==> src/rpn_pkg.sv <==
`default_nettype none

package rpn_pkg;

   // Width of every stack entry and of the result value (signed fixed point).
   localparam int ValueWidth = 48;

   typedef logic signed [ValueWidth-1:0] value_type;

   localparam value_type ValueMax = 48'sh7FFF_FFFF_FFFF;
   localparam value_type ValueMin = 48'sh8000_0000_0000;

   typedef enum logic [2:0] {
      OP_PUSH = 3'd0,
      OP_ADD  = 3'd1,
      OP_SUB  = 3'd2,
      OP_MUL  = 3'd3,
      OP_DIV  = 3'd4,
      OP_END  = 3'd5
   } opcode_type;

   typedef enum logic [2:0] {
      ST_OK       = 3'd0,
      ST_TOO_BIG  = 3'd1,
      ST_MISSING  = 3'd2,
      ST_DIVZERO  = 3'd3,
      ST_COUNT    = 3'd4,
      ST_OVERFLOW = 3'd5
   } status_type;

   typedef enum logic [1:0] {
      ALU_ADD = 2'd0,
      ALU_SUB = 2'd1,
      ALU_MUL = 2'd2,
      ALU_DIV = 2'd3
   } alu_op_type;

   typedef enum logic [2:0] {
      S_IDLE,
      S_RD_LEFT,
      S_ALU_START,
      S_ALU_WAIT,
      S_RD_END,
      S_OUT
   } seq_state_type;

   typedef enum logic [1:0] {
      A_IDLE,
      A_RUN,
      A_FIN,
      A_DONE
   } alu_state_type;

   typedef struct packed {
      logic       start;
      alu_op_type op;
   } alu_req_type;

   typedef struct packed {
      logic      done;
      value_type result;
   } alu_rsp_type;

endpackage

`default_nettype wire

==> src/rpn_alu.sv <==
`default_nettype none

// Shared arithmetic unit. One adder serves all four operations: add and
// subtract finish in one step, multiply runs one shift-add step per
// multiplier bit, and divide runs one restoring step per quotient bit.
module rpn_alu
   import rpn_pkg::*;
#(
   parameter int FRAC_BITS = 16
)
(
   input  logic        clock,
   input  logic        reset,
   input  alu_req_type req,
   input  value_type   left,
   input  value_type   right,
   output alu_rsp_type rsp
);

   localparam int LoWidth   = ValueWidth + FRAC_BITS;
   localparam int CntWidth  = $clog2(LoWidth);
   localparam int ProdWidth = 2 * ValueWidth;
   localparam int AddWidth  = ValueWidth + 2;
   localparam logic [ProdWidth-1:0] MagPosMax = ProdWidth'(ValueMax);
   localparam logic [ProdWidth-1:0] MagNegMax = ProdWidth'(1) << (ValueWidth - 1);

   alu_state_type state_ff, state_in;

   alu_op_type                op_ff;
   logic                      neg_ff;
   value_type                 a_ff;
   value_type                 b_ff;
   logic [ValueWidth-1:0]     opd_ff;
   logic [ValueWidth:0]       hi_ff;
   logic [LoWidth-1:0]        lo_ff;
   logic [CntWidth-1:0]       cnt_ff;
   value_type                 result_ff;

   logic [AddWidth-1:0]       add_x;
   logic [AddWidth-1:0]       add_y;
   logic                      add_cin;
   logic [AddWidth-1:0]       add_sum;
   logic [ValueWidth:0]       rem_sh;
   logic [ValueWidth:0]       mul_acc;
   value_type                 addsub_sat;
   logic [ProdWidth-1:0]      prod;
   logic [ProdWidth-1:0]      mag_fin;
   value_type                 fin_sat;
   logic                      last_step;

   function automatic logic [ValueWidth-1:0] mag_of(input value_type v);
      mag_of = v[ValueWidth-1] ? ValueWidth'(-v) : ValueWidth'(v);
   endfunction

   assign rem_sh = {hi_ff[ValueWidth-1:0], lo_ff[LoWidth-1]};

   // Operand selection for the single shared adder.
   always_comb begin
      add_x   = '0;
      add_y   = '0;
      add_cin = 1'b0;
      case (op_ff)
         ALU_ADD: begin
            add_x = AddWidth'(a_ff);
            add_y = AddWidth'(b_ff);
         end
         ALU_SUB: begin
            add_x   = AddWidth'(a_ff);
            add_y   = ~AddWidth'(b_ff);
            add_cin = 1'b1;
         end
         ALU_MUL: begin
            add_x = AddWidth'(hi_ff[ValueWidth-1:0]);
            add_y = AddWidth'(opd_ff);
         end
         default: begin
            add_x   = AddWidth'(rem_sh);
            add_y   = ~AddWidth'(opd_ff);
            add_cin = 1'b1;
         end
      endcase
      add_sum = add_x + add_y + AddWidth'(add_cin);
   end

   // Saturation of the add and subtract result.
   always_comb begin
      if (add_sum[AddWidth-1:ValueWidth-1] == '0 || add_sum[AddWidth-1:ValueWidth-1] == '1) begin
         addsub_sat = value_type'(add_sum[ValueWidth-1:0]);
      end else if (add_sum[AddWidth-1]) begin
         addsub_sat = ValueMin;
      end else begin
         addsub_sat = ValueMax;
      end
   end

   assign mul_acc = lo_ff[0] ? add_sum[ValueWidth:0] : {1'b0, hi_ff[ValueWidth-1:0]};

   // Product sits in hi and in the upper part of lo once all steps are done.
   assign prod = {hi_ff[ValueWidth-1:0], lo_ff[LoWidth-1:FRAC_BITS]};

   always_comb begin
      if (op_ff == ALU_MUL) begin
         mag_fin = prod >> FRAC_BITS;
      end else begin
         mag_fin = ProdWidth'(lo_ff);
      end
      if (neg_ff) begin
         fin_sat = (mag_fin > MagNegMax) ? ValueMin : value_type'(-mag_fin[ValueWidth-1:0]);
      end else begin
         fin_sat = (mag_fin > MagPosMax) ? ValueMax : value_type'(mag_fin[ValueWidth-1:0]);
      end
   end

   assign last_step = (op_ff == ALU_MUL) ? (cnt_ff == CntWidth'(ValueWidth - 1))
                                         : (cnt_ff == CntWidth'(LoWidth - 1));

   always_ff @(posedge clock) begin
      if (reset) begin
         state_ff <= A_IDLE;
      end else begin
         state_ff <= state_in;
      end
   end

   always_comb begin
      state_in = state_ff;
      unique case (state_ff)
         A_IDLE: begin
            if (req.start) begin
               state_in = A_RUN;
            end
         end
         A_RUN: begin
            if (op_ff == ALU_ADD || op_ff == ALU_SUB) begin
               state_in = A_DONE;
            end else if (last_step) begin
               state_in = A_FIN;
            end
         end
         A_FIN: begin
            state_in = A_DONE;
         end
         A_DONE: begin
            state_in = A_IDLE;
         end
         default: begin
            state_in = A_IDLE;
         end
      endcase
   end

   always_ff @(posedge clock) begin
      case (state_ff)
         A_IDLE: begin
            if (req.start) begin
               op_ff  <= req.op;
               a_ff   <= left;
               b_ff   <= right;
               neg_ff <= left[ValueWidth-1] ^ right[ValueWidth-1];
               opd_ff <= (req.op == ALU_MUL) ? mag_of(left) : mag_of(right);
               hi_ff  <= '0;
               cnt_ff <= '0;
               if (req.op == ALU_MUL) begin
                  lo_ff <= LoWidth'(mag_of(right));
               end else begin
                  lo_ff <= LoWidth'(mag_of(left)) << FRAC_BITS;
               end
            end
         end
         A_RUN: begin
            cnt_ff <= cnt_ff + CntWidth'(1);
            case (op_ff) inside
               ALU_ADD, ALU_SUB: begin
                  result_ff <= addsub_sat;
               end
               ALU_MUL: begin
                  hi_ff <= (ValueWidth + 1)'(mul_acc[ValueWidth:1]);
                  lo_ff <= {mul_acc[0], lo_ff[LoWidth-1:1]};
               end
               default: begin
                  if (!add_sum[AddWidth-1]) begin
                     hi_ff <= add_sum[ValueWidth:0];
                  end else begin
                     hi_ff <= rem_sh;
                  end
                  lo_ff <= {lo_ff[LoWidth-2:0], ~add_sum[AddWidth-1]};
               end
            endcase
         end
         A_FIN: begin
            result_ff <= fin_sat;
         end
         default: begin
         end
      endcase
   end

   assign rsp.done   = (state_ff == A_DONE);
   assign rsp.result = result_ff;

endmodule

`default_nettype wire

==> src/rpn_stack_evaluator.sv <==
`default_nettype none

// Reverse Polish notation evaluator for signed fixed-point values with
// FRAC_BITS fraction bits in 48 bits. Each item on the req_ channel is one
// token: push a value, add, subtract, multiply, divide, or end of expression.
// Every accepted item produces exactly one result item on the rsp_ channel:
// the current error status, and on the end token also done_res and the value.
// An item is accepted when req_valid is high and req_stall is low; the block
// holds req_stall high while it works on an item, one item at a time.
// Push, unused and ignored tokens go from acceptance straight to the output
// state; an end token that returns a value first reads the bottom entry, one
// that reports an error does not. Operators read both operands, and a divide
// by zero is then reported without starting the ALU. Add and subtract take one
// ALU step, multiply one shift-add step per multiplier bit and divide one
// restoring step per quotient bit, all on one shared adder in rpn_alu. The next
// item is accepted at the edge where the previous result may first be taken.
// The result sits in an output register; while rsp_stall holds it, the next
// item is still accepted and worked on, and only its hand-off waits.
// Reset (synchronous, active high) empties the stack, clears the error and
// drops rsp_valid. The stack storage itself is not cleared: entries are only
// read after they have been pushed.
module rpn_stack_evaluator
   import rpn_pkg::*;
#(
   parameter int STACK_DEPTH = 32,
   parameter int FRAC_BITS   = 16
)
(
   input  logic                    clock,
   input  logic                    reset,

   input  logic                    req_valid,
   output logic                    req_stall,
   input  logic [2:0]              req_opcode,
   input  logic signed [47:0]      req_push_value,

   output logic                    rsp_valid,
   input  logic                    rsp_stall,
   output logic [2:0]              rsp_status,
   output logic signed [47:0]      rsp_final_value,
   output logic                    rsp_done_res
);

   localparam int AddrWidth  = $clog2(STACK_DEPTH);
   localparam int CountWidth = $clog2(STACK_DEPTH + 1);
   // Largest push allowed is just below ten.
   localparam value_type TenLimit = value_type'(48'sd10 <<< FRAC_BITS);

   seq_state_type state_ff, state_in;

   logic [CountWidth-1:0] count_ff, count_in;
   status_type            err_ff, err_in;
   alu_op_type            op_ff, op_in;
   value_type             right_ff;
   value_type             rdata_ff;
   status_type            pend_status_ff, pend_status_in;
   logic                  pend_done_ff, pend_done_in;
   value_type             pend_value_ff;

   logic                  rsp_valid_ff;
   status_type            rsp_status_ff;
   value_type             rsp_value_ff;
   logic                  rsp_done_ff;

   // Operand stack; one write and one registered read per cycle.
   value_type             stack_mem [STACK_DEPTH];
   logic                  mem_we;
   logic [AddrWidth-1:0]  mem_waddr;
   value_type             mem_wdata;
   logic                  mem_re;
   logic [AddrWidth-1:0]  mem_raddr;

   logic [CountWidth-1:0] count_m1;
   logic [CountWidth-1:0] count_m2;
   logic                  accept;
   logic                  out_free;
   logic                  rsp_load;
   status_type            end_status;

   alu_req_type           alu_req;
   alu_rsp_type           alu_rsp;

   assign req_stall = (state_ff != S_IDLE);
   assign accept    = req_valid && !req_stall;
   assign out_free  = !rsp_valid_ff || !rsp_stall;
   assign count_m1  = count_ff - CountWidth'(1);
   assign count_m2  = count_ff - CountWidth'(2);

   // An end token with a clean error but not exactly one entry fails here.
   assign end_status = (err_ff == ST_OK && count_ff != CountWidth'(1)) ? ST_COUNT : err_ff;

   rpn_alu #(
      .FRAC_BITS (FRAC_BITS)
   ) u_alu (
      .clock (clock),
      .reset (reset),
      .req   (alu_req),
      .left  (rdata_ff),
      .right (right_ff),
      .rsp   (alu_rsp)
   );

   always_ff @(posedge clock) begin
      if (reset) begin
         state_ff     <= S_IDLE;
         count_ff     <= '0;
         err_ff       <= ST_OK;
         rsp_valid_ff <= 1'b0;
      end else begin
         state_ff <= state_in;
         count_ff <= count_in;
         err_ff   <= err_in;
         if (rsp_load) begin
            rsp_valid_ff <= 1'b1;
         end else if (!rsp_stall) begin
            rsp_valid_ff <= 1'b0;
         end
      end
   end

   // Sequencer: decodes the token, walks the stack reads, drives the ALU
   // and hands the finished result to the output register.
   always_comb begin
      state_in       = state_ff;
      count_in       = count_ff;
      err_in         = err_ff;
      op_in          = op_ff;
      pend_status_in = pend_status_ff;
      pend_done_in   = pend_done_ff;
      mem_we         = 1'b0;
      mem_waddr      = count_ff[AddrWidth-1:0];
      mem_wdata      = req_push_value;
      mem_re         = 1'b0;
      mem_raddr      = count_m1[AddrWidth-1:0];
      alu_req.start  = 1'b0;
      alu_req.op     = op_ff;
      rsp_load       = 1'b0;

      unique case (state_ff)
         S_IDLE: begin
            if (accept) begin
               pend_done_in = 1'b0;
               state_in     = S_OUT;
               unique case (req_opcode) inside
                  OP_PUSH: begin
                     if (err_ff == ST_OK) begin
                        if (req_push_value >= TenLimit) begin
                           err_in = ST_TOO_BIG;
                        end else if (count_ff == CountWidth'(STACK_DEPTH)) begin
                           err_in = ST_OVERFLOW;
                        end else begin
                           mem_we   = 1'b1;
                           count_in = count_ff + CountWidth'(1);
                        end
                     end
                  end
                  [OP_ADD:OP_DIV]: begin
                     if (err_ff == ST_OK) begin
                        if (count_ff < CountWidth'(2)) begin
                           err_in = ST_MISSING;
                        end else begin
                           mem_re   = 1'b1;
                           op_in    = alu_op_type'(2'(req_opcode - 3'(OP_ADD)));
                           state_in = S_RD_LEFT;
                        end
                     end
                  end
                  OP_END: begin
                     pend_done_in   = 1'b1;
                     pend_status_in = end_status;
                     count_in       = '0;
                     err_in         = ST_OK;
                     if (end_status == ST_OK) begin
                        mem_re    = 1'b1;
                        mem_raddr = '0;
                        state_in  = S_RD_END;
                     end
                  end
                  default: begin
                  end
               endcase
            end
         end
         S_RD_LEFT: begin
            mem_re    = 1'b1;
            mem_raddr = count_m2[AddrWidth-1:0];
            state_in  = S_ALU_START;
         end
         S_ALU_START: begin
            if (op_ff == ALU_DIV && right_ff == '0) begin
               err_in   = ST_DIVZERO;
               state_in = S_OUT;
            end else begin
               alu_req.start = 1'b1;
               state_in      = S_ALU_WAIT;
            end
         end
         S_ALU_WAIT: begin
            if (alu_rsp.done) begin
               mem_we    = 1'b1;
               mem_waddr = count_m2[AddrWidth-1:0];
               mem_wdata = alu_rsp.result;
               count_in  = count_m1;
               state_in  = S_OUT;
            end
         end
         S_RD_END: begin
            state_in = S_OUT;
         end
         S_OUT: begin
            if (out_free) begin
               rsp_load = 1'b1;
               state_in = S_IDLE;
            end
         end
         default: begin
            state_in = S_IDLE;
         end
      endcase
   end

   always_ff @(posedge clock) begin
      if (mem_we) begin
         stack_mem[mem_waddr] <= mem_wdata;
      end
      if (mem_re) begin
         rdata_ff <= stack_mem[mem_raddr];
      end
   end

   // Item payload registers; no reset needed.
   always_ff @(posedge clock) begin
      op_ff          <= op_in;
      pend_status_ff <= pend_status_in;
      pend_done_ff   <= pend_done_in;
      if (state_ff == S_RD_LEFT) begin
         right_ff <= rdata_ff;
      end
      if (state_ff == S_RD_END) begin
         pend_value_ff <= rdata_ff;
      end
      if (rsp_load) begin
         rsp_status_ff <= pend_done_ff ? pend_status_ff : err_ff;
         rsp_value_ff  <= (pend_done_ff && pend_status_ff == ST_OK) ? pend_value_ff : '0;
         rsp_done_ff   <= pend_done_ff;
      end
   end

   assign rsp_valid       = rsp_valid_ff;
   assign rsp_status      = rsp_status_ff;
   assign rsp_final_value = rsp_value_ff;
   assign rsp_done_res    = rsp_done_ff;

`ifndef SYNTH
   a_count_bound: assert property (@(posedge clock) disable iff (reset)
      count_ff <= CountWidth'(STACK_DEPTH))
      else $error("stack count exceeds the stack depth");

   a_alu_done_waited: assert property (@(posedge clock) disable iff (reset)
      alu_rsp.done |-> state_ff == S_ALU_WAIT)
      else $error("ALU finished while the sequencer was not waiting for it");

   a_end_clears: assert property (@(posedge clock) disable iff (reset)
      (accept && req_opcode == OP_END) |=> (count_ff == '0 && err_ff == ST_OK))
      else $error("end token did not clear the stack and the error");

   a_busy_after_accept: assert property (@(posedge clock) disable iff (reset)
      accept |=> req_stall)
      else $error("block took no time to work on an accepted item");

   a_value_only_at_end: assert property (@(posedge clock) disable iff (reset)
      (rsp_valid && !rsp_done_res) |-> rsp_final_value == '0)
      else $error("non-final result carries a value");
`endif

endmodule

`default_nettype wire

==> config.mk <==
export PLATFORM = sky130hd
export DESIGN_NAME = rpn_stack_evaluator
export DESIGN_NICKNAME = d
export VERILOG_FILES = /design/src/rpn_pkg.sv /design/src/rpn_alu.sv /design/src/rpn_stack_evaluator.sv
export SDC_FILE = /design/constraint.sdc
export NUM_CORES = 2
export LEC_CHECK = 0
export BUFFER_PORTS_ARGS = -buffer_cell sky130_fd_sc_hd__buf_2
export CAP_MARGIN = 20
export CORE_AREA = 2 2 385 387
export CTS_CLUSTER_DIAMETER = 150
export DETAILED_ROUTE_END_ITERATION = 16
export DIE_AREA = 0 0 387 389
export PLACE_DENSITY = 0.79
export REMOVE_ABC_BUFFERS = 1
export SLEW_MARGIN = 20
export SYNTH_ARGS = -nofsm -noshare
export SYNTH_HDL_FRONTEND = slang
export SYNTH_HIERARCHICAL = 1
export SYNTH_SLANG_ARGS = --single-unit
==> constraint.sdc <==
create_clock -name clock -period 13.65 [get_ports clock]
set_clock_uncertainty 0.15 [all_clocks]
set_input_delay 0 -clock clock [delete_from_list [all_inputs] [get_ports clock]]
set_output_delay 0 -clock clock [all_outputs]
set_load 0.01 [all_outputs]
==> run_results.csv <==
group,metric,value,unit
logic_synthesis,async_reset_ff_share,0,%
critical_path,crit_path_top_delay_cell,"edfxtp_1",
sta,fin_setup_tns,0,ns
critical_path,path_cells,"buf_4 -> buf_4 -> mux2i_1 -> a21oi_1 -> ha_1 -> nand2_1 -> or3_1 -> a211o_1 -> a211oi_1 -> o21ai_1 -> nand4b_1 -> and3b_2 -> buf_4 -> a21oi_4 -> buf_4 -> a2111oi_0",
power,vdd_drop_max,0.0002908,V
status,status,"complete, no violations",
clocking,post_cts_resize_count,0,
logic_synthesis,yosysMostFrequentCell,"edfxtp_1",
critical_path,crit_top_cell,"buf_4",
global_routing,antenna_found_initial,18,
clocking,clock-sinks,2066,
die,ios,109,
global_routing,grt_max_degree,177,
critical_path,worstPathArrival,7.98,ns
critical_path,crit_type,"register to register",
logic_synthesis,synth_cells,6944,
clocking,cts_buffer_depth,3,
clocking,htreeDepth,4,
critical_path,required,14.12,ns
critical_path,cp_top_family,"buffers and inverters",
logic_synthesis,ys_seq_area_share,67.65,%
global_routing,grt.total_usage,36.86,%
routing,first_iter_violations,10150,
global_routing,grt_pass1_vias,59500,
sta,rsz0062_at_grt,"false",
die,die_x,387,µm
logic_synthesis,syn_avg_cell_area,13.17,µm²
place,gp_congestion,1.067,
logic_synthesis,synth_common_cells,"2051 x edfxtp_1, 1045 x nand2_1, 772 x a21oi_1, 417 x mux2i_1, 344 x clkbuf_1",
sta,finalMaxSlewViolations,0,
place,numPortBuffers,108,
cells_and_area,regMostFlops,"stack_mem",
clocking,clk_latency,0.85,ns
clocking,cts_inserted_buffers,198,
routing,first_pass_iters,7,
sta,fmax,133.3,MHz
die,fp.coreArea,146600,µm²
routing,wl_per_cell,31.32,µm
die,die_h,389,µm
sta,whs,0.1061,ns
critical_path,critPathBufInv,4,
critical_path,endpoint_kind,"register",
logic_synthesis,ys_top_cells_by_area,"edfxtp_1 67%, mux2i_1 4.6%, nand2_1 4.3%, a21oi_1 4.2%, a221oi_1 2.0%",
critical_path,cp_slowest_stage_delay,0.99,ns
logic_synthesis,syn_area,91480,µm²
global_routing,grt_pass1_wl,403100,µm
critical_path,worst_setup_path_start_kind,"register",
logic_synthesis,yosys.area.top_type,"edfxtp_1",
power,powerDensity,261.5,nW/µm²
logic_synthesis,yosysWarningCount,6,
sta,finalSetupViolCount,0,
logic_synthesis,synth_edf_count,2051,
cells_and_area,fillers,9706,
routing,drc_errors,0,
routing,wirelength,283700,µm
clocking,cts_tree,"built",
sta,worst_pin_slew,1.216,ns
sta,slew_headroom,18.94,%
run,cap_violations,0,
routing,ant_nets,0,
cells_and_area,largest_reg_flops,1536,
sta,hold_viol,0,
logic_synthesis,yosysTopAreaCellShare,67.32,%
cells_and_area,drive_gt1_share,9.691,%
cells_and_area,layout.nets,7075,
min_path,hp-class,"primary input to register",
die,start_util,62.40,%
logic_synthesis,yosys_register_bits,2066,
global_routing,overflow,0,
sta,min_period,7.503,ns
die,num_rows,141,
critical_path,cp_max_fo,54,
cells_and_area,reg_top3,"stack_mem: 1536 flops, u_alu/lo_ff: 64 flops",
routing,vias_per_cell,7.016,
place,dp_hpwl,170700,µm
logic_synthesis,synth_ff_type,"edfxtp_1",
cells_and_area,syn_to_final_growth,10.43,%
power,report.power.total,26420,µW
die,die_area,150500,µm²
logic_synthesis,synth_cell_type_count,89,
clocking,path_clk_slew,0.08,ns
clocking,root_buffer,"clkbuf_16",
power,p_leak,0.03517,µW
sta,finalCritPeriodShare,54.97,%
routing,vias,63550,
==> cell type report <==
type / instances / area (µm²) / share of cell area (%)
antenna: 8 / 20.02 / 0.01982
sequential: 2066 / 61890 / 61.26
timing repair buffer: 291 / 2200 / 2.177
multi-input combinational: 4313 / 27630 / 27.35
clock buffer: 238 / 5176 / 5.124
tap: 1930 / 2415 / 2.390
inverter: 83 / 312.8 / 0.3096
clock inverter: 129 / 1385 / 1.371
==> worst paths after layout <==
kind,startpoint,end,slack (ns),cells after the start
worst min-delay path,req_opcode[1],op_ff[1],0.11,5
worst max-delay path,u_alu/op_ff[0],u_alu/result_ff[29],6.15,16
worst min register to register,pend_value_ff[27],rsp_final_value[27],0.37,1
worst max register to register,u_alu/op_ff[0],u_alu/result_ff[29],6.15,16
==> metrics by stage <==
step | util [%] | cells | worst slack (ns) | instance area [µm²]
2_1_floorplan | - | 6462 | -7.099 | 89370
3_3_place_gp | 63.97 | 8618 | 6.459 | 93780
3_5_place_dp | 63.98 | 8619 | 6.336 | 93800
4_1_cts | 68.89 | 9050 | 6.320 | 101000
5_1_grt | 68.90 | 9050 | 5.716 | 101000
6_report | 68.91 | 9058 | 6.147 | 101000
==> worst reg2reg max path: cells and delay by family (launching register included) <==
kind	cells	cell delay, ns
buffers and inverters	4	2.45
AO/OA/AOI/OAI	6	1.96
flip-flops	1	0.99
AND/OR/NAND/NOR	4	0.94
adder cells (fa/ha/maj)	1	0.48
multiplexers	1	0.32
==> logic make-up after synthesis <==
| kind of cell | count (synthesis) | synth area share, % |
|---|---|---|
| xor+xnor | 204 | 1.953 |
| flops | 2066 | 67.65 |
| buf+inv | 565 | 2.642 |
| simple gates | 1817 | 8.948 |
| mux | 478 | 5.316 |
| compound gates | 1747 | 12.55 |
| fa+ha+maj | 67 | 0.9328 |
==> per-layer routing <==
layer | up-vias | share of wire [%] | global-route usage (%)
li1 | 26660 | - | -
met4 | 10 | 6.6 | 21.50
met5 | - | 0.024 | 0
met2 | 4697 | 46 | 57.09
met3 | 858 | 12 | 7.776
met1 | 31330 | 36 | 48.69
==> report_power, final <==
group / internal, µW / switching (µW) / leakage, µW
combinational: 3770 / 8340 / 0.0133
clock: 3120 / 2410 / 0.00318
sequential: 8000 / 777 / 0.0187
total: 14900 / 11500 / 0.0352
==> layout by cell type, fill, tap and decap left out, types with 16 or more instances in the layout <==
| master | Yosys | final |
|---|---|---|
| mux2i_1 | 417 | 417 |
| nor2_4 | 0 | 32 |
| a32o_1 | 50 | 50 |
| xor2_1 | 101 | 101 |
| or3_1 | 46 | 46 |
| a32oi_1 | 49 | 49 |
| buf_2 | 69 | 108 |
| clkinv_2 | 0 | 40 |
| dlygate4sd3_1 | 0 | 64 |
| nand2b_1 | 18 | 16 |
| a21oi_1 | 772 | 769 |
| or4_1 | 62 | 62 |
| nor2_1 | 236 | 204 |
| mux2_2 | 60 | 60 |
| xnor2_1 | 103 | 103 |
| buf_4 | 10 | 109 |
| a211oi_1 | 52 | 51 |
| o31ai_1 | 42 | 42 |
| nor3_1 | 41 | 40 |
| nor4_1 | 39 | 37 |
| ha_1 | 65 | 64 |
| clkbuf_1 | 344 | 34 |
| edfxtp_1 | 2051 | 2051 |
| nand2_1 | 1045 | 1040 |
| o211ai_1 | 67 | 67 |
| nand4_1 | 36 | 36 |
| o22ai_1 | 33 | 33 |
| and2_1 | 77 | 76 |
| o21ai_0 | 144 | 143 |
| a22o_1 | 48 | 48 |
| a21o_1 | 79 | 77 |
| inv_1 | 81 | 79 |
| clkbuf_16 | 0 | 199 |
| nand3_1 | 137 | 137 |
| a31oi_1 | 37 | 37 |
| clkinv_1 | 2 | 42 |
| o41ai_1 | 16 | 16 |
| a221oi_1 | 204 | 204 |
| bufinv_16 | 0 | 21 |
| o32ai_1 | 49 | 49 |
==> repair_timing <==
| item | 4_1_cts | 5_1_grt |
|---|---|---|
| hold buffers | 64 | 0 |
| hold endpoints to repair | 1593 | 0 |
| buffers inserted | 0 | 0 |
No activity file was read; power rests on OpenSTA's default activity.
